## src/pdot_pkg.sv

```systemverilog
`default_nettype none

package pdot_pkg;

  localparam int PERIOD_BITS = 32;

  localparam logic CMD_ADVANCE = 1'b0;
  localparam logic CMD_RESTART = 1'b1;

endpackage

`default_nettype wire

```

## src/pdot_in_if.sv

```systemverilog
`default_nettype none

interface pdot_in_if #(
  parameter int TIME_BITS = 48
);
  logic                 valid;
  logic                 ready;
  logic                 cmd;
  logic [TIME_BITS-1:0] now_time;

  modport source (output valid, output cmd, output now_time, input ready);
  modport sink (input valid, input cmd, input now_time, output ready);
endinterface

`default_nettype wire

```

## src/pdot_out_if.sv

```systemverilog
`default_nettype none

interface pdot_out_if #(
  parameter int TIME_BITS = 48
);
  logic                 valid;
  logic                 ready;
  logic [TIME_BITS-1:0] missed_periods;
  logic [TIME_BITS-1:0] deadline_time;

  modport source (output valid, output missed_periods, output deadline_time, input ready);
  modport sink (input valid, input missed_periods, input deadline_time, output ready);
endinterface

`default_nettype wire

```

## src/periodic_deadline_overrun_tracker_top.sv

```systemverilog
// Periodic deadline overrun tracker.
// Input channel in_ch carries a command (advance or restart) and the current
// time; output channel out_ch returns exactly one word per input word: the
// number of missed periods and the deadline now held. The loop period is
// written through period_we / period_wdata; the user must write it only while
// the block is idle, which the block itself does not enforce. An input word is
// taken only while the sequencer is idle; one shared adder does the deadline add,
// the compare and the final sums, and the divider produces one quotient bit per cycle.
// Steps: restart or zero period goes straight to the done state and the output
// register; an advance runs the deadline add and the compare, and with an overrun
// also the bit-serial divide, the increment and the saturating sum.
// A new input word is not taken before the last one has left the sequencer.
// Reset clears the deadline and the period to zero and empties the output.
// If the receiver stalls, the finished word waits in the output register and
// a second finished word waits in the sequencer; no input is taken meanwhile.
`default_nettype none

module periodic_deadline_overrun_tracker_top
  import pdot_pkg::*;
#(
  parameter int TIME_BITS = 48
) (
  input  wire logic                   clk,
  input  wire logic                   rst,
  input  wire logic                   period_we,
  input  wire logic [PERIOD_BITS-1:0] period_wdata,
  pdot_in_if.sink                     in_ch,
  pdot_out_if.source                  out_ch
);

  localparam logic [TIME_BITS-1:0] TIME_MAX = '1;

  typedef enum logic [2:0] {
    ST_IDLE,
    ST_ADD,
    ST_CMP,
    ST_DIV,
    ST_INC,
    ST_SAT,
    ST_DONE
  } state_t;

  state_t                 state;
  logic [PERIOD_BITS-1:0] period;
  logic [TIME_BITS-1:0]   deadline;
  logic [TIME_BITS-1:0]   now_r;
  logic [TIME_BITS-1:0]   missed;
  logic                   out_valid;
  logic [TIME_BITS-1:0]   out_missed;
  logic [TIME_BITS-1:0]   out_deadline;

  // shared adder
  logic [TIME_BITS-1:0]   op_a;
  logic [TIME_BITS-1:0]   op_b;
  logic                   cin;
  logic [TIME_BITS:0]     sum;
  logic [TIME_BITS-1:0]   sat_sum;

  logic                   div_start;
  logic                   div_done;
  logic [TIME_BITS-1:0]   quot;
  logic                   in_take;

  always_comb begin
    unique case (state)
      ST_ADD: begin
        op_a = deadline;
        op_b = TIME_BITS'(period);
        cin  = 1'b0;
      end
      ST_CMP: begin
        op_a = now_r;
        op_b = ~deadline;
        cin  = 1'b1;
      end
      ST_INC: begin
        op_a = quot;
        op_b = '0;
        cin  = 1'b1;
      end
      ST_SAT: begin
        op_a = now_r;
        op_b = TIME_BITS'(period);
        cin  = 1'b0;
      end
      default: begin
        op_a = '0;
        op_b = '0;
        cin  = 1'b0;
      end
    endcase
  end

  assign sum     = {1'b0, op_a} + {1'b0, op_b} + {{TIME_BITS{1'b0}}, cin};
  assign sat_sum = (sum[TIME_BITS] | (&sum[TIME_BITS-1:0])) ? TIME_MAX : sum[TIME_BITS-1:0];

  // carry out in the compare step means now >= deadline: an overrun
  assign div_start = (state == ST_CMP) && sum[TIME_BITS];

  pdot_div #(
    .DIVIDEND_BITS(TIME_BITS)
  ) u_div (
    .clk      (clk),
    .rst      (rst),
    .start    (div_start),
    .dividend (sum[TIME_BITS-1:0]),
    .divisor  (period),
    .done     (div_done),
    .quotient (quot)
  );

  assign in_ch.ready = (state == ST_IDLE);
  assign in_take     = in_ch.valid && (state == ST_IDLE);

  assign out_ch.valid          = out_valid;
  assign out_ch.missed_periods = out_missed;
  assign out_ch.deadline_time  = out_deadline;

  always_ff @(posedge clk) begin
    if (rst) begin
      state     <= ST_IDLE;
      period    <= '0;
      deadline  <= '0;
      out_valid <= 1'b0;
    end else begin
      if (period_we) begin
        period <= period_wdata;
      end
      // in ST_DONE the output register is reloaded below instead
      if (out_valid && out_ch.ready && (state != ST_DONE)) begin
        out_valid <= 1'b0;
      end
      unique case (state)
        ST_IDLE: begin
          if (in_take) begin
            now_r <= in_ch.now_time;
            if ((in_ch.cmd == CMD_RESTART) || (period == '0)) begin
              deadline <= in_ch.now_time;
              missed   <= '0;
              state    <= ST_DONE;
            end else begin
              state <= ST_ADD;
            end
          end
        end
        ST_ADD: begin
          deadline <= sat_sum;
          state    <= ST_CMP;
        end
        ST_CMP: begin
          if (sum[TIME_BITS]) begin
            state <= ST_DIV;
          end else begin
            missed <= '0;
            state  <= ST_DONE;
          end
        end
        ST_DIV: begin
          if (div_done) begin
            state <= ST_INC;
          end
        end
        ST_INC: begin
          missed <= sum[TIME_BITS-1:0];
          state  <= ST_SAT;
        end
        ST_SAT: begin
          deadline <= sat_sum;
          state    <= ST_DONE;
        end
        ST_DONE: begin
          if (!out_valid || out_ch.ready) begin
            out_missed   <= missed;
            out_deadline <= deadline;
            out_valid    <= 1'b1;
            state        <= ST_IDLE;
          end
        end
        default: begin
          state <= ST_IDLE;
        end
      endcase
    end
  end

endmodule

`default_nettype wire

```

## src/pdot_div.sv

```systemverilog
`default_nettype none

// Restoring radix-2 divider, one quotient bit per cycle.
module pdot_div
  import pdot_pkg::*;
#(
  parameter int DIVIDEND_BITS = 48
) (
  input  wire logic                     clk,
  input  wire logic                     rst,
  input  wire logic                     start,
  input  wire logic [DIVIDEND_BITS-1:0] dividend,
  input  wire logic [PERIOD_BITS-1:0]   divisor,
  output logic                          done,
  output logic [DIVIDEND_BITS-1:0]      quotient
);

  localparam int CNT_BITS = $clog2(DIVIDEND_BITS + 1);

  logic                     busy;
  logic [CNT_BITS-1:0]      count;
  logic [DIVIDEND_BITS-1:0] dq;    // dividend shifts out the top, quotient in the bottom
  logic [PERIOD_BITS-1:0]   rem;

  logic [PERIOD_BITS+1:0]   trial;
  logic                     fits;

  assign trial = {1'b0, rem, dq[DIVIDEND_BITS-1]} - {2'b00, divisor};
  assign fits  = ~trial[PERIOD_BITS+1];
  assign quotient = dq;

  always_ff @(posedge clk) begin
    if (rst) begin
      busy  <= 1'b0;
      done  <= 1'b0;
      count <= '0;
    end else begin
      if (start) begin
        busy  <= 1'b1;
        done  <= 1'b0;
        count <= CNT_BITS'(DIVIDEND_BITS);
        dq    <= dividend;
        rem   <= '0;
      end else if (busy) begin
        // remainder stays below divisor, so 32 bits always hold it
        rem   <= fits ? trial[PERIOD_BITS-1:0] : {rem[PERIOD_BITS-2:0], dq[DIVIDEND_BITS-1]};
        dq    <= {dq[DIVIDEND_BITS-2:0], fits};
        count <= count - CNT_BITS'(1);
        done  <= (count == CNT_BITS'(1));
        if (count == CNT_BITS'(1)) begin
          busy <= 1'b0;
        end
      end else begin
        done <= 1'b0;
      end
    end
  end

endmodule

`default_nettype wire
```

## src/flat_wrapper.sv

```systemverilog
// flat-port wrapper written by rule: the top's interface ports become plain ports
module periodic_deadline_overrun_tracker_top_flat import pdot_pkg::*;
#(
  parameter int TIME_BITS = 48
)
  (clk, rst, period_we, period_wdata, in_ch_valid, in_ch_cmd, in_ch_now_time, in_ch_ready, out_ch_valid, out_ch_missed_periods, out_ch_deadline_time, out_ch_ready);
  pdot_in_if #(.TIME_BITS(TIME_BITS)) in_ch_i ();
  pdot_out_if #(.TIME_BITS(TIME_BITS)) out_ch_i ();
  input  wire logic clk;
  input  wire logic rst;
  input  wire logic period_we;
  input  wire logic [PERIOD_BITS-1:0] period_wdata;
  input wire logic [$bits(in_ch_i.valid)-1:0] in_ch_valid;
  input wire logic [$bits(in_ch_i.cmd)-1:0] in_ch_cmd;
  input wire logic [$bits(in_ch_i.now_time)-1:0] in_ch_now_time;
  output wire logic [$bits(in_ch_i.ready)-1:0] in_ch_ready;
  output wire logic [$bits(out_ch_i.valid)-1:0] out_ch_valid;
  output wire logic [$bits(out_ch_i.missed_periods)-1:0] out_ch_missed_periods;
  output wire logic [$bits(out_ch_i.deadline_time)-1:0] out_ch_deadline_time;
  input wire logic [$bits(out_ch_i.ready)-1:0] out_ch_ready;
  assign in_ch_i.valid = in_ch_valid;
  assign in_ch_i.cmd = in_ch_cmd;
  assign in_ch_i.now_time = in_ch_now_time;
  assign in_ch_ready = in_ch_i.ready;
  assign out_ch_valid = out_ch_i.valid;
  assign out_ch_missed_periods = out_ch_i.missed_periods;
  assign out_ch_deadline_time = out_ch_i.deadline_time;
  assign out_ch_i.ready = out_ch_ready;
  periodic_deadline_overrun_tracker_top #(.TIME_BITS(TIME_BITS)) u_core (.clk(clk), .rst(rst), .period_we(period_we), .period_wdata(period_wdata), .in_ch(in_ch_i), .out_ch(out_ch_i));
endmodule
```

## config.mk

```make
export PLATFORM = sky130hd
export DESIGN_NAME = periodic_deadline_overrun_tracker_top_flat
export DESIGN_NICKNAME = d
export VERILOG_FILES = /design/src/pdot_pkg.sv /design/src/pdot_in_if.sv /design/src/pdot_out_if.sv /design/src/periodic_deadline_overrun_tracker_top.sv /design/src/pdot_div.sv /design/src/flat_wrapper.sv
export SDC_FILE = /design/constraint.sdc
export NUM_CORES = 1
export LEC_CHECK = 0
export ABC_AREA = 1
export BUFFER_PORTS_ARGS = -buffer_cell sky130_fd_sc_hd__buf_2
export CAP_MARGIN = 20
export CORE_MARGIN = 4
export CORE_UTILIZATION = 25
export DETAILED_ROUTE_END_ITERATION = 10
export PLACE_DENSITY_LB_ADDON = 0.2
export SYNTH_ARGS = -nofsm -noshare
export SYNTH_HDL_FRONTEND = slang
export SYNTH_SLANG_ARGS = --single-unit
```

## constraint.sdc

```tcl
create_clock -name clk -period 33.3 [get_ports clk]
set_clock_uncertainty 0.2 [all_clocks]
set_input_delay 4.995 -clock clk [delete_from_list [all_inputs] [get_ports clk]]
set_output_delay 4.995 -clock clk [all_outputs]
set_load 0.02 [all_outputs]
```

After elaboration in Yosys (flattened, before gate mapping). Cells that the tools add are included.

Register bits after elaboration: 364. Output and inout bits: 98. Logic and storage cells: 89.

Add/sub/neg operators: 4. Equality and inequality tests: 13. Mux-type cells: 29. Bitwise logic cells: 5. Reductions and logical operators: 24.

Operator list (count): 48-bit two-way mux (8); 48-bit case mux with 3 select lines (2); 48-bit case mux with 2 select lines (2); 32-bit two-way mux (2); 48-bit by 48-bit adder with 49-bit output (1); 49-bit by 1-bit adder with 49-bit output (1); 48-bit NOT (1); 48-bit AND reduction (1); 33-bit by 32-bit subtractor with 34-bit output (1); 32-bit logical NOT (1); 3-bit case mux with 7 select lines (1); 3-bit two-way mux (5); 6-bit two-way mux (2); 3-bit AND reduction (4); 3-bit == test, second input constant (3); 2-bit OR reduction (4); 1-bit two-way mux (7); 3-bit by 2-bit == test with 1-bit output, second input constant (2); 6-bit by 1-bit == test with 1-bit output, second input constant (1); 2-bit by 1-bit != test with 1-bit output, second input constant (3); 6-bit by 1-bit subtractor with 6-bit output, second input constant (1); 5-bit AND reduction (1); 1-bit logical AND (4); 2-bit != test, second input constant (2); 11 further kinds (15).

Depth between registers and ports, before layout. Gate-level depths: netlist of run 1.

Depth after elaboration: 9. Gate-level depth with buffers: 26.

Modules after synthesis. A second synthesis of run 1 with hierarchy kept.

Cells, all modules: 3135. Area, all modules: 22630.5 µm².

Modules (own cells, without submodules): periodic_deadline_overrun_tracker_top (instances 1, cells an instance 2136, area each 15871.5 µm², seq. area each 7447.1 µm²); pdot_div (instances 1, cells an instance 999, area each 6759.0 µm², seq. area each 2562.5 µm²).

Least setup slack after synthesis of run 1. Ideal clock, no wire load.

Path kind: input -> register. Start point: input port rst. End point: register u_core.out_deadline[0], in the netlist u_core.out_ch.deadline_time[0], enable pin. Library setup time: 797 ps. Arrival time: 14340 ps. Slack: 17963 ps. Stages: 1. Path through: nor4_1.

Word-level cells in the longest chain between the ends: 2.

Ends and longest elaborated chain: start: declaration (line flat_wrapper.sv:10) `input wire logic rst;`; 1-bit NOT (no line); 3-bit AND reduction (no line); end signal: assignment (line periodic_deadline_overrun_tracker_top.sv:174) `out_deadline <= deadline;`; end: declaration (line periodic_deadline_overrun_tracker_top.sv:50) `logic [TIME_BITS-1:0] out_deadline;`.

Every way passes these cells. A chain may end at the register's enable or synchronous reset.

Worst setup path in the final report of run 1.
Start point: register u_core.state[2]. End point: register u_core.missed[22], enable pin.

Word-level cells in the longest chain between the ends: 7. Elaborated cells between the ends (all ways): 19.

Ends and longest elaborated chain: start: declaration (line periodic_deadline_overrun_tracker_top.sv:43) `state_t state;`; start signal: assignment (line periodic_deadline_overrun_tracker_top.sv:121) `state <= ST_IDLE;`; start signal: assignment (line periodic_deadline_overrun_tracker_top.sv:140) `state <= ST_DONE;`; start signal: assignment (line periodic_deadline_overrun_tracker_top.sv:142) `state <= ST_ADD;`; 3-bit == test (tied with other cells) (line periodic_deadline_overrun_tracker_top.sv:65) `unique case (state)`; 2-bit OR reduction (no line); 48-bit case mux with 3 select lines or 48-bit case mux with 2 select lines (tied branches) (line periodic_deadline_overrun_tracker_top.sv:65); 48-bit by 48-bit adder with 49-bit output (line periodic_deadline_overrun_tracker_top.sv:94) `assign sum = {1'b0, op_a} + {1'b0, op_b} + {{TIME_BITS{1'b0}}, cin};`; 49-bit by 1-bit adder with 49-bit output (line periodic_deadline_overrun_tracker_top.sv:94); 2-bit != test (no line); 5-bit AND reduction (no line) (*); end signal: assignment (line periodic_deadline_overrun_tracker_top.sv:164) `missed <= sum[TIME_BITS-1:0];`; end: declaration (line periodic_deadline_overrun_tracker_top.sv:47) `logic [TIME_BITS-1:0] missed;`.

Mark *: on every way between the ends. The rest lies on a longest branch, timed or not.

==> results of run 1 <==
## sequential cells by signal, summed over array words and instances (netlist names)
signal / cells
u_core.out_ch.missed_periods: 48
u_core.out_ch.valid: 1
u_core.u_div.done: 1
u_core.now_r: 48
u_core.u_div.quotient: 48
u_core.missed: 48
u_core.out_ch.deadline_time: 48
u_core.deadline: 48
u_core.state: 3
u_core.u_div.busy: 1
u_core.period: 32
u_core.u_div.count: 6
u_core.u_div.rem: 32
## kinds of logic (layout without fill, tap and decap cells)
group	after synthesis	after routing
AND/OR/NAND/NOR	1135	1135
adder cells (fa/ha/maj)	84	84
buffers and inverters	424	615
XOR/XNOR	46	46
flip-flops	364	364
other	0	6
AO/OA/AOI/OAI	517	517
## power by group through the flow
stage	sequential [mW]	clock, mW	combinational, mW
2_1_floorplan	0.629	0	0.540
3_3_place_gp	0.651	0	0.770
3_5_place_dp	0.649	0	0.768
4_1_cts	0.641	0.482	0.772
5_1_grt	0.649	0.502	0.864
6_report	0.641	0.468	0.762
## stage by stage
step	utilization	std cells	hold slack (ps)	worst slack, ps	power, mW
after floorplan	-	2570	200.3	17960	1.169
after global placement	0.2775	3758	202.4	25880	1.421
after detailed placement	0.2775	3758	204.5	25870	1.417
after CTS	0.2940	3831	219.6	26090	1.895
after global routing	0.2941	3834	226.6	25590	2.015
final	0.2941	3837	217.0	26280	1.871
## Yosys cell counts (5+ instances only)
library cell,count,area share
buf_6,8,0.0043
clkbuf_1,39,0.0070
xor2_1,13,0.0055
nand3b_1,9,0.0032
nand2_2,16,0.0048
o21ai_0,165,0.040
or2_2,24,0.0072
ha_1,81,0.049
and2_1,7,0.0021
o21ai_2,19,0.0080
a31oi_1,10,0.0030
inv_2,6,0.0011
dfxtp_1,92,0.088
buf_2,22,0.0053
buf_4,5,0.0018
buf_1,6,0.0011
nand2_1,688,0.12
nor4_1,6,0.0018
inv_1,333,0.060
nor2_1,233,0.042
nand4_1,27,0.0081
o21bai_1,8,0.0029
a21oi_1,193,0.046
o21ai_1,25,0.0060
a22oi_1,39,0.014
nor3_1,19,0.0046
edfxtp_1,272,0.39
nor2_2,8,0.0024
o22ai_1,32,0.0096
o211ai_1,9,0.0032
xnor2_1,33,0.014
nand3_1,91,0.022
## final cells by class
type                            count  area (µm²)
Antenna cell                        6       15.01
Clock buffer                       50        1070
Clock inverter                     23       286.5
Fill cell                        8935       58050
Inverter                          340        1276
Multi-Input combinational cell   1782        9136
Sequential cell                   364       10010
Tap cell                         1070        1339
Timing Repair Buffer              202        1059
## layer usage
metal,up-vias,wire (µm)
met5,-,80
met4,12,1732
met3,89,3736
met2,392,31120
met1,7947,33550
li1,8889,-
## critical path, stage by stage, from the launching register on
cell	delay, ps
dfxtp_1	560
inv_1	120
nand2_2	80
buf_4	470
inv_1	220
a21oi_1	170
inv_1	400
buf_4	420
a221oi_1	380
fa_1	240
inv_1	80
fa_1	450
nand3_1	130
nand3_2	120
nand2_1	100
nand2_2	80
nand2_1	60
nand2_1	110
nand2_1	120
nand3_2	150
nand2_4	100
buf_4	530
nand2_2	240
nor2_4	400
buf_4	580
## worst paths after layout
| kind | slack, ps | cells past startpoint | endpoint | start |
|---|---|---|---|---|
| min | 220 | 0 | u_core.out_ch.missed_periods[7] | u_core.missed[7] |
| max | 26280 | 24 | u_core.missed[22] | u_core.state[2] |
| min reg2reg | 220 | 0 | u_core.out_ch.missed_periods[7] | u_core.missed[7] |
| max reg2reg | 26280 | 24 | u_core.missed[22] | u_core.state[2] |
==> summary.md, run 1 <==
| Metric | Value |
|---|---|
| Outcome | finished, final reports clean |
| Net Sw Power | a little under 0.8 mW |
| Placed cell area | between 0.02 and 0.025 mm² |
| Initial antenna violation count | 16 |
| CP startpoint kind | flop |
| Register area share after synthesis | 0.4809 |
| Post-CTS Setup Inserts | 0 |
| Clock Tree Root | clkbuf_16 |
| Tmin final | ~7000 ps |
| Switching part of the total | 0.4210 |
| Vias per inst | around 4.5 |
| First-pass GRT wire length | ~110 mm |
| Boundary pin count | about 180 |
| Post-synth EDFFs | roughly 270 |
| GRT Resource Usage Total | 0.1577 |
| # setup viols final | 0 |
| Busiest layer in global routing | met2 |
| Initial Util | 0.2531 |
| Global Route met2 Usage | 0.2521 |
| Syn Nets | ~2.7k |
| Die height | 296.5 µm |
| Post-synthesis register bit count | about 360 |
| DRC | 0 |
| Area added between synthesis and finish | 16.22% |
| Top_reg_cell synth | edfxtp_1 |
| Die area | roughly 0.09 mm² |
| WL final | approximately 70 mm |
| Sequential share of power | 0.342 |
| Post-synthesis xor/xnor area fraction | 0.01936 |
| Antenna Nets Post-Route | 0 |
| Pin count of the biggest net entering global routing | 95 |
| Hold WC Path Type | flop to flop |
| FFs w/ async S/R, synth | 0 |
| Mux contribution to synthesized area | 0 |
| Largest family of logic cells by synthesized area | simple AND/OR/NAND/NOR gates |
| Ys Warns | 0 |
| Mapped cell area | approximately 0.021 mm² |
| Via count | between 15k and 20k |
| Pleak | approximately 10 nW |
| Slew HR | 0.3635 |
| RSZ-0062 raised after global routing | no |
| Final Hold Viols | 0 |
| Gpl congestion | just over 0.9 |
| Pins Over Slew Limit | 0 |
| FP Rows | 105 |
| Placed wire-length estimate | around 54 mm |
| Power per cell area | around 77 mW/mm² |
| Grt met3 use | 0.02882 |
| H-tree depth | 2 |
| Deepest clock path buffer count | 3 |
| Simple-gate portion of the synthesized area | 0.2259 |
| Fin nets | just under 3k |
| P_int | approximately 1.1 mW |
| WP data arrival | around 7000 ps |
| Die X | between 200 and 300 µm |
| Adder-cell area share of the yosys netlist | 0.05157 |
| Design area | 0.02419 mm² |
| Port-buffer cells | about 180 |
| Distinct cell type count after synthesis | 48 |
| Clock Pin Slew Worst Setup and Hold Paths | around 60 ps |
| CTS buffer count | 41 |
| Commonest cells after routing, fill and taps aside | nand2_1, inv_1, edfxtp_1, nor2_1, a21oi_1 |
| Commonest non-fill, non-tap cell in the layout | nand2_1 |
| Share of cells above drive strength 1 | 0.1297 |
| Global routing usage on met1 | 0.2199 |
| Core ar. | about 0.082 mm² |
| Post-Syn Instances | 2570 |
| Max Fclk | about 140 MHz |
| Clk Latency, worst-skew pair | approximately 570 ps |
| Worst Tran Pin Value | 954.8 ps |
| Total iterations of the first detailed-routing run | 5 |
| Complex-gate fraction of the synthesized area | 0.1395 |
| TNS Setup | 0 ps |
| WP data required | between 30000 and 40000 ps |
| Max-cap violation count | 0 |
| Avg Cell Area, Syn | 8.099 µm² |
| PostCTS Resize Cnt | 0 |
| Period utilisation layout | 0.2107 |
| GR Overflow Total | 0 |
| CTS tree | built |
| VDD IR-drop max | approximately 0.042 mV |
| Comb power frac | 0.407 |
| Vias in the first global route | ~17k |
| Initial DRC count | about 1.3k |
| Crit path kind | flop to flop |
| CP Capture Type | flop |
| Clock group share of total power | 0.250 |
| Hold-fix buffer count after cts | 0 |
| Routed len/inst | approximately 18 µm |
| Clock sinks | 364 |
| Crit path max fanout | 51 |
(Power assumes the default switching activity.)
==> inputs of run 2 (changes only) <==
- clock period: 33.3 -> 5.85 ns (I/O delays scaled with it)
==> run 2 against run 1 <==
  * Sequential cell count stayed put
  * Maximum frequency grew 47%
  * First-iteration DRC count shrank 6.0%
  * Combinational power rose to 5.8 times the previous value
  * Sequential power grew to 5.7 times the previous value
  * Utilization is 0.31 points higher
  * Via count up 1.3%
  * Final cell count increased by 0.29%
  * Worst hold slack lost 3.1 ps
  * Critical path depth fell by 2
==> summary.md, run 2 (synthesis results as in run 1) <==
| Metric | Value |
|---|---|
| VDD IR-drop max | 0.1914 mV (was 0.04241 mV) |
| Metal2 WL | 31.11 mm (was 31.12 mm) |
| Final Hold Viols | 0 (unchanged) |
| Hold-fix buffer count after cts | 0 (unchanged) |
| Design area | 0.02445 mm² (was 0.02419 mm²) |
| # setup viols final | 0 (unchanged) |
| Vias in the first global route | 17.04k (was 16.90k) |
| CP Capture Type | flop (unchanged) |
| R2r endpoint | u_core.u_div.rem[23] (was u_core.missed[22]) |
| Die area | 0.08794 mm² (unchanged) |
| Gpl congestion | 0.9191 (was 0.9161) |
| Clock sinks | 364 (unchanged) |
| WL final | 71.22 mm (was 70.22 mm) |
| DRC | 0 (unchanged) |
| WHS Path Cells | 0 (unchanged) |
| Max layer used | met5 (unchanged) |
| H-tree depth | 2 (unchanged) |
| Max-cap violation count | 0 (unchanged) |
| Hold WC Path Type | flop to flop (unchanged) |
| Area added between synthesis and finish | 17.44% (was 16.22%) |
| Critical-path cell list | inv_1 -> nor2_4 -> buf_4 -> a21oi_1 -> inv_1 -> a221oi_1 -> fa_1 -> inv_1 -> fa_1 -> nand3_1 -> nand3_2 -> nand2_1 -> nand2_2 -> nand2_1 -> nand2_1 -> nand2_1 -> nand3_2 -> nand2_4 -> inv_2 -> nor2_1 -> nor2_4 -> buf_12 (was inv_1 -> nand2_2 -> buf_4 -> inv_1 -> a21oi_1 -> inv_1 -> buf_4 -> a221oi_1 -> fa_1 -> inv_1 -> fa_1 -> nand3_1 -> nand3_2 -> nand2_1 -> nand2_2 -> nand2_1 -> nand2_1 -> nand2_1 -> nand3_2 -> nand2_4 -> buf_4 -> nand2_2 -> nor2_4 -> buf_4) |
| Routed len/inst | 18.51 µm (was 18.30 µm) |
| Hold Startpoint | u_core.missed[15] (was u_core.missed[7]) |
| WP data required | 5900 ps (was 33280 ps) |
| Slowest-stage cell, CP | dfxtp_1 (was buf_4) |
| Core ar. | 0.08224 mm² (unchanged) |
| Max Fclk | 209.7 MHz (was 142.5 MHz) |
| Antenna Nets Post-Route | 0 (unchanged) |
| DR WL met3 | 3.151 mm (was 3.736 mm) |
| WP depth | 22 (was 24) |
| Share of cells above drive strength 1 | 0.1351 (was 0.1297) |
| WP data arrival | 4820 ps (was 7000 ps) |
| Clock Pin Slew Worst Setup and Hold Paths | 60 ps (about the same) |
| Outcome | finished, final reports clean (unchanged) |
| Delay-heaviest family, CP | simple AND/OR/NAND/NOR gates (was buffers and inverters) |
| Initial Util | 0.2531 (unchanged) |
| CTS tree | built (unchanged) |
| Crit path buf inv count | 6 (was 8) |
| Crit path max fanout | 50 (was 51) |
| Placed cell area | 0.02297 mm² (was 0.02282 mm²) |
| CTS buffer count | 43 (was 41) |
| Die X | 296.5 µm (unchanged) |
| Wl on met1 | 34.75 mm (was 33.55 mm) |
| GRT Resource Usage Total | 0.1597 (was 0.1577) |
| Slowest stage delay, CP | 500 ps (was 580 ps) |
| Tmin final | 4769 ps (was 7017 ps) |
| Clk Latency, worst-skew pair | 570 ps (about the same) |
| R2r setup slk | 1080 ps (was 26280 ps) |
| Initial antenna violation count | 8 (was 16) |
| Pins Over Slew Limit | 0 (unchanged) |
| Slew HR | 0.3617 (was 0.3635) |
| Post-CTS Setup Inserts | 0 (unchanged) |
| Power per cell area | 445.2 mW/mm² (was 77.36 mW/mm²) |
| Period utilisation layout | 0.8152 (was 0.2107) |
| # placed instances | 3767 (was 3758) |
| Deepest clock path buffer count | 3 (unchanged) |
| RR Startpoint | u_core.state[0] (was u_core.state[2]) |
| Via count | 17.55k (was 17.33k) |
| Initial DRC count | 1230 (was 1308) |
| Commonest non-fill, non-tap cell in the layout | nand2_1 (unchanged) |
| CP Capture Point | u_core.u_div.rem[23] (was u_core.missed[22]) |
| Port-buffer cells | 183 (unchanged) |
| Power Total | 10.88 mW (was 1.871 mW) |
| PostCTS Resize Cnt | 0 (unchanged) |
| FF-to-FF path depth | 22 (was 24) |
| Pin count of the biggest net entering global routing | 82 (was 95) |
| Fin nets | 2912 (was 2901) |
| RSZ-0062 raised after global routing | no (unchanged) |
| Final setup margin | 1081 ps (was 26280 ps) |
| Worst Setup SP | u_core.state[0] (was u_core.state[2]) |
| Commonest cells after routing, fill and taps aside | nand2_1, inv_1, edfxtp_1, nor2_1, a21oi_1 (unchanged) |
| Worst Tran Pin Value | 954.1 ps (was 954.8 ps) |
| Placed wire-length estimate | 55.17 mm (was 53.54 mm) |
| Layout Cells excl Fill | 3848 (was 3837) |
| Die height | 296.5 µm (unchanged) |
| Clock Tree Root | clkbuf_16 (unchanged) |
| First-pass GRT wire length | 107.5 mm (was 106.1 mm) |
| Place WS | 1046 ps (was 25870 ps) |
| Most frequent CP cell | nand2_1 |
| GR Overflow Total | 0 (unchanged) |
| TNS Setup | 0 ps (unchanged) |
| CP startpoint kind | flop (unchanged) |
| Boundary pin count | 184 (unchanged) |
| Vias per inst | 4.562 (was 4.516) |
| Crit path kind | flop to flop (unchanged) |
| FP Rows | 105 (unchanged) |
| Layout filler cell count | 8920 (was 8935) |
| Pleak | 10.40 nW (was 10.27 nW) |
| Total iterations of the first detailed-routing run | 5 (unchanged) |
## run 2: cell count changes in the layout (fill, tap and decap cells not counted), sizes merged
cell,previous run,this run
buf,202,211
clkbuf,50,57
diode,6,2
bufinv,6,4
clkinv,12,13
clkinvlp,3,2
inv,342,343
## run 2: area by class of cell
type	instances	area, µm²	area share
inverter	340	1276	0.05221
antenna	2	5.005	0.0002047
multi-input combinational	1782	9145	0.3741
clock buffer	57	1232	0.05041
sequential	364	10010	0.4095
timing repair buffer	211	1201	0.04914
tap	1070	1339	0.05477
clock inverter	22	237.7	0.009725
## run 2: report_power, final
part | total, mW | leakage (nW) | switching [mW] | internal [mW]
sequential | 3.68 | 3.26 | 0.360 | 3.32
clock | 2.81 | 0.723 | 1.14 | 1.67
combinational | 4.39 | 6.42 | 3.09 | 1.31
## run 2: metrics by stage
step	hold slack [ps]	util
2_1_floorplan	200.3	-
3_3_place_gp	202.6	0.2793
3_5_place_dp	204.5	0.2793
4_1_cts	213.5	0.2972
5_1_grt	221.2	0.2972
6_report	213.9	0.2972
## run 2: how the worst min path moves through the flow
| stage | end |
|---|---|
| floorplan | u_core.out_ch.missed_periods[0] |
| global placement | u_core.out_ch.missed_periods[39] |
| detailed placement | u_core.out_ch.missed_periods[15] |
| CTS | u_core.out_ch.missed_periods[15] |
| global route | u_core.out_ch.missed_periods[18] |
| finish | u_core.out_ch.missed_periods[15] |
## run 2: metal layers
metal  vias up  track usage
li1       8906            -
met1      8133       0.2279
met5         -            0
met3        98      0.02188
met4         2      0.04658
met2       414       0.2530
==> inputs of run 3 (changes only) <==
- ABC_AREA: 1 -> 0
- clock period: 5.85 -> 4.45 ns (I/O delays scaled with it)
==> run 3 against run 2 <==
  * Critical path depth decreased by 6
  * Global-route usage decreased by 1.1 points
  * Synthesized area decreased by 5.7%
  * Cell area decreased by 0.33%
  * Final cell count decreased by 17%
  * Utilization increased by 1.7 points
  * Worst hold slack got worse by 120 ps
  * Die area decreased by 5.5%
  * Total power decreased by 1.1%
  * Register-to-register slack got worse by 880 ps
  * Combinational power decreased by 33%
  * Critical path type unchanged
  * Largest power group is now sequential cells
==> summary.md, run 3 <==
| Metric | Value |
|---|---|
| Metal2 WL | 29.70 mm (was 31.11 mm) |
| Vias in the first global route | 15.55k (was 17.04k) |
| Slowest-stage cell, CP | dfxtp_4 (was dfxtp_1) |
| GR Overflow Total | 0 (unchanged) |
| Outcome | finished, final reports clean (unchanged) |
| Core ar. | 0.07759 mm² (was 0.08224 mm²) |
| CTS tree | built (unchanged) |
| VDD IR-drop max | 0.1980 mV (was 0.1914 mV) |
| Post-Syn Instances | 1859 (was 2570) |
| Commonest cells post-synth | edfxtp_1, nor2_1, nand2_1, mux2i_1, a21oi_1 (was nand2_1, inv_1, edfxtp_1, nor2_1, a21oi_1) |
| Final Hold Viols | 0 (unchanged) |
| Clock Pin Slew Worst Setup and Hold Paths | 60 ps (about the same) |
| Layout Cells excl Fill | 3191 (was 3848) |
| Post-synthesis register bit count | 364 (unchanged) |
| Share of cells above drive strength 1 | 0.2304 (was 0.1351) |
| WL final | 63.14 mm (was 71.22 mm) |
| R2r setup slk | 200 ps (was 1080 ps) |
| Layout filler cell count | 8105 (was 8920) |
| Via count | 15.26k (was 17.55k) |
| Clk Latency, worst-skew pair | 570 ps (about the same) |
| H-tree depth | 2 (unchanged) |
| Distinct cell type count after synthesis | 72 (was 48) |
| Slew HR | 0.3789 (was 0.3617) |
| Pins Over Slew Limit | 0 (unchanged) |
| Worst Tran Pin Value | 931.7 ps (was 954.1 ps) |
| Initial Util | 0.2530 (was 0.2531) |
| Area added between synthesis and finish | 24.11% (was 17.44%) |
| Max layer used | met5 (unchanged) |
| # placed instances | 3104 (was 3767) |
| Gpl congestion | 0.8782 (was 0.9191) |
| Critical-path cell list | nor2b_4 -> buf_4 -> a21oi_1 -> o21ai_0 -> ha_1 -> nand4_1 -> o221ai_1 -> a221oi_2 -> o41ai_4 -> a31oi_2 -> a31oi_1 -> or2_1 -> a31oi_1 -> xor2_1 -> buf_4 -> nor2_1 (was inv_1 -> nor2_4 -> buf_4 -> a21oi_1 -> inv_1 -> a221oi_1 -> fa_1 -> inv_1 -> fa_1 -> nand3_1 -> nand3_2 -> nand2_1 -> nand2_2 -> nand2_1 -> nand2_1 -> nand2_1 -> nand3_2 -> nand2_4 -> inv_2 -> nor2_1 -> nor2_4 -> buf_12) |
| # setup viols final | 0 (unchanged) |
| FF-to-FF path depth | 16 (was 22) |
| Port-buffer cells | 183 (unchanged) |
| Max-cap violation count | 0 (unchanged) |
| CP Capture Type | flop (unchanged) |
| Fin nets | 2284 (was 2912) |
| Worst Setup SP | u_core.state[0] (unchanged) |
| TNS Setup | 0 ps (unchanged) |
| CTS buffer count | 43 (unchanged) |
| Crit path kind | flop to flop (unchanged) |
| Commonest cells after routing, fill and taps aside | edfxtp_1, nor2_1, buf_2, nand2_1, mux2i_1 (was nand2_1, inv_1, edfxtp_1, nor2_1, a21oi_1) |
| Hold WC Path Type | input pin to flop (was flop to flop) |
| Boundary pin count | 184 (unchanged) |
| Clock Tree Root | clkbuf_16 (unchanged) |
| Syn Nets | 2029 (was 2740) |
| Initial DRC count | 883 (was 1230) |
| Post-synth EDFFs | 272 (unchanged) |
| RR Startpoint | u_core.state[0] (unchanged) |
| Max Fclk | 235.4 MHz (was 209.7 MHz) |
| GRT Resource Usage Total | 0.1483 (was 0.1597) |
| Pleak | 9.247 nW (was 10.40 nW) |
| DRC | 0 (unchanged) |
| WHS Path Cells | 1 (was 0) |
| Top_reg_cell synth | edfxtp_1 (unchanged) |
| FP Rows | 102 (was 105) |
| Ys Warns | 0 (unchanged) |
| Clock sinks | 364 (unchanged) |
| Routed len/inst | 19.79 µm (was 18.51 µm) |
| Commonest non-fill, non-tap cell in the layout | edfxtp_1 (was nand2_1) |
| Top cell type's share of synthesized area | 0.4160 (was 0.3924) |
| Die X | 288.2 µm (was 296.5 µm) |
| Synth top area cells | edfxtp_1, dfxtp_1, mux2i_1, ha_1, nor2_1 (was edfxtp_1, nand2_1, dfxtp_1, inv_1, ha_1) |
| Slowest stage delay, CP | 460 ps (was 500 ps) |
| Cell with the most instances after synthesis | edfxtp_1 (was nand2_1) |
| Deepest clock path buffer count | 3 (unchanged) |
| DR WL met3 | 2.709 mm (was 3.151 mm) |
| CP Capture Point | u_core.missed[47] (was u_core.u_div.rem[23]) |
| Vias per inst | 4.782 (was 4.562) |
| Period utilisation layout | 0.9548 (was 0.8152) |
| Pin count of the biggest net entering global routing | 63 (was 82) |
| WP data arrival | 4340 ps (was 4820 ps) |
| Tmin final | 4249 ps (was 4769 ps) |
| Wl on met1 | 28.60 mm (was 34.75 mm) |
| Mapped cell area | 0.01963 mm² (was 0.02081 mm²) |
| Total iterations of the first detailed-routing run | 5 (unchanged) |
| Die height | 288.2 µm (was 296.5 µm) |
| R2r endpoint | u_core.missed[47] (was u_core.u_div.rem[23]) |
| Placed wire-length estimate | 47.04 mm (was 55.17 mm) |
| Die area | 0.08308 mm² (was 0.08794 mm²) |
| Area leader, netlist | edfxtp_1 (unchanged) |
| Antenna Nets Post-Route | 0 (unchanged) |
| CP startpoint kind | flop (unchanged) |
| Avg Cell Area, Syn | 10.56 µm² (was 8.099 µm²) |
| Initial antenna violation count | 8 (unchanged) |
| WP data required | 4550 ps (was 5900 ps) |
| FFs w/ async S/R, synth | 0 (unchanged) |
| Crit path max fanout | 13 (was 50) |
| Power per cell area | 441.7 mW/mm² (was 445.2 mW/mm²) |
| First-pass GRT wire length | 95.28 mm (was 107.5 mm) |
| Register area share after synthesis | 0.5098 (was 0.4809) |
-- run 3: cell types whose count changed after synthesis, sizes merged, moves of 47 or more --
cell    previous run  this run
nand2            705       167
o21ai            209       135
mux2i              0       150
nand3             94        17
a221oi             1        48
a21oi            196       147
inv              339        61
-- run 3: how the worst min path moves through the flow --
| stage | end | start |
|---|---|---|
| finish | u_core.now_r[1] | in_ch_now_time[1] |
| global route | u_core.now_r[3] | in_ch_now_time[3] |
| CTS | u_core.now_r[1] | in_ch_now_time[1] |
| detailed placement | u_core.out_ch.missed_periods[11] | u_core.missed[11] |
| global placement | u_core.out_ch.missed_periods[28] | u_core.missed[28] |
| floorplan | u_core.out_ch.missed_periods[0] | u_core.missed[0] |
-- run 3: layer usage --
layer,vias to the layer above,GRT usage
li1,7394,-
met1,7421,0.1970
met2,341,0.2463
met3,100,0.02463
met4,2,0.04880
met5,-,0
-- run 3: logic make-up after synthesis --
family	Yosys count	synth area share
flip-flops	364	0.5098
AO/OA/AOI/OAI	496	0.1737
AND/OR/NAND/NOR	512	0.1122
adder cells (fa/ha/maj)	84	0.05468
multiplexers	152	0.07782
XOR/XNOR	73	0.03257
buffers and inverters	178	0.03919
-- run 3: area by class of cell --
type | count | area, µm² | share of cell area
flip-flops and latches | 364 | 10020 | 0.4111
multi-input cells | 1317 | 9079 | 0.3726
repair buffers | 326 | 2265 | 0.09294
well taps | 1040 | 1301 | 0.05340
clock buffers | 60 | 1202 | 0.04935
clock inverters | 19 | 257.7 | 0.01058
inverters | 62 | 237.7 | 0.009757
diodes | 3 | 7.507 | 0.0003081
-- run 3: timing repair --
item / in CTS / in global routing
resized for setup: 0 / 26
hold endpoints to repair: 0 / 0
hold buffers: 0 / 0
setup buffers: 0 / 5
endpoints found under the setup margin: 0 / 150
-- run 3: through the flow --
stage               instance area [µm²]    util  hold slack [ps]  worst slack (ps)  total power, mW
finish                            24370  0.3140            92.24             201.3            10.76
global route                      24360  0.3140            66.12            -21.03            11.32
CTS                               24200  0.3119            54.79             30.22            10.85
detailed placement                22740  0.2930            205.2             57.73            7.098
global placement                  22740  0.2930            208.4             24.28            7.087
floorplan                         19850       -            200.3            -591.0            5.969
-- run 3: worst max-delay path: cells and delay by family, from the launching register on --
| kind | cells | cell delay [ps] |
|---|---|---|
| compound gates | 8 | 1690 |
| simple gates | 4 | 710 |
| flops | 1 | 460 |
| buf+inv | 2 | 380 |
| fa+ha+maj | 1 | 350 |
| xor+xnor | 1 | 180 |
-- run 3: where the power goes --
group / leakage (nW) / switching (mW) / internal [mW]
Combinational: 5.30 / 1.78 / 1.14
Sequential: 3.25 / 0.219 / 3.94
Clock: 0.697 / 1.45 / 2.24
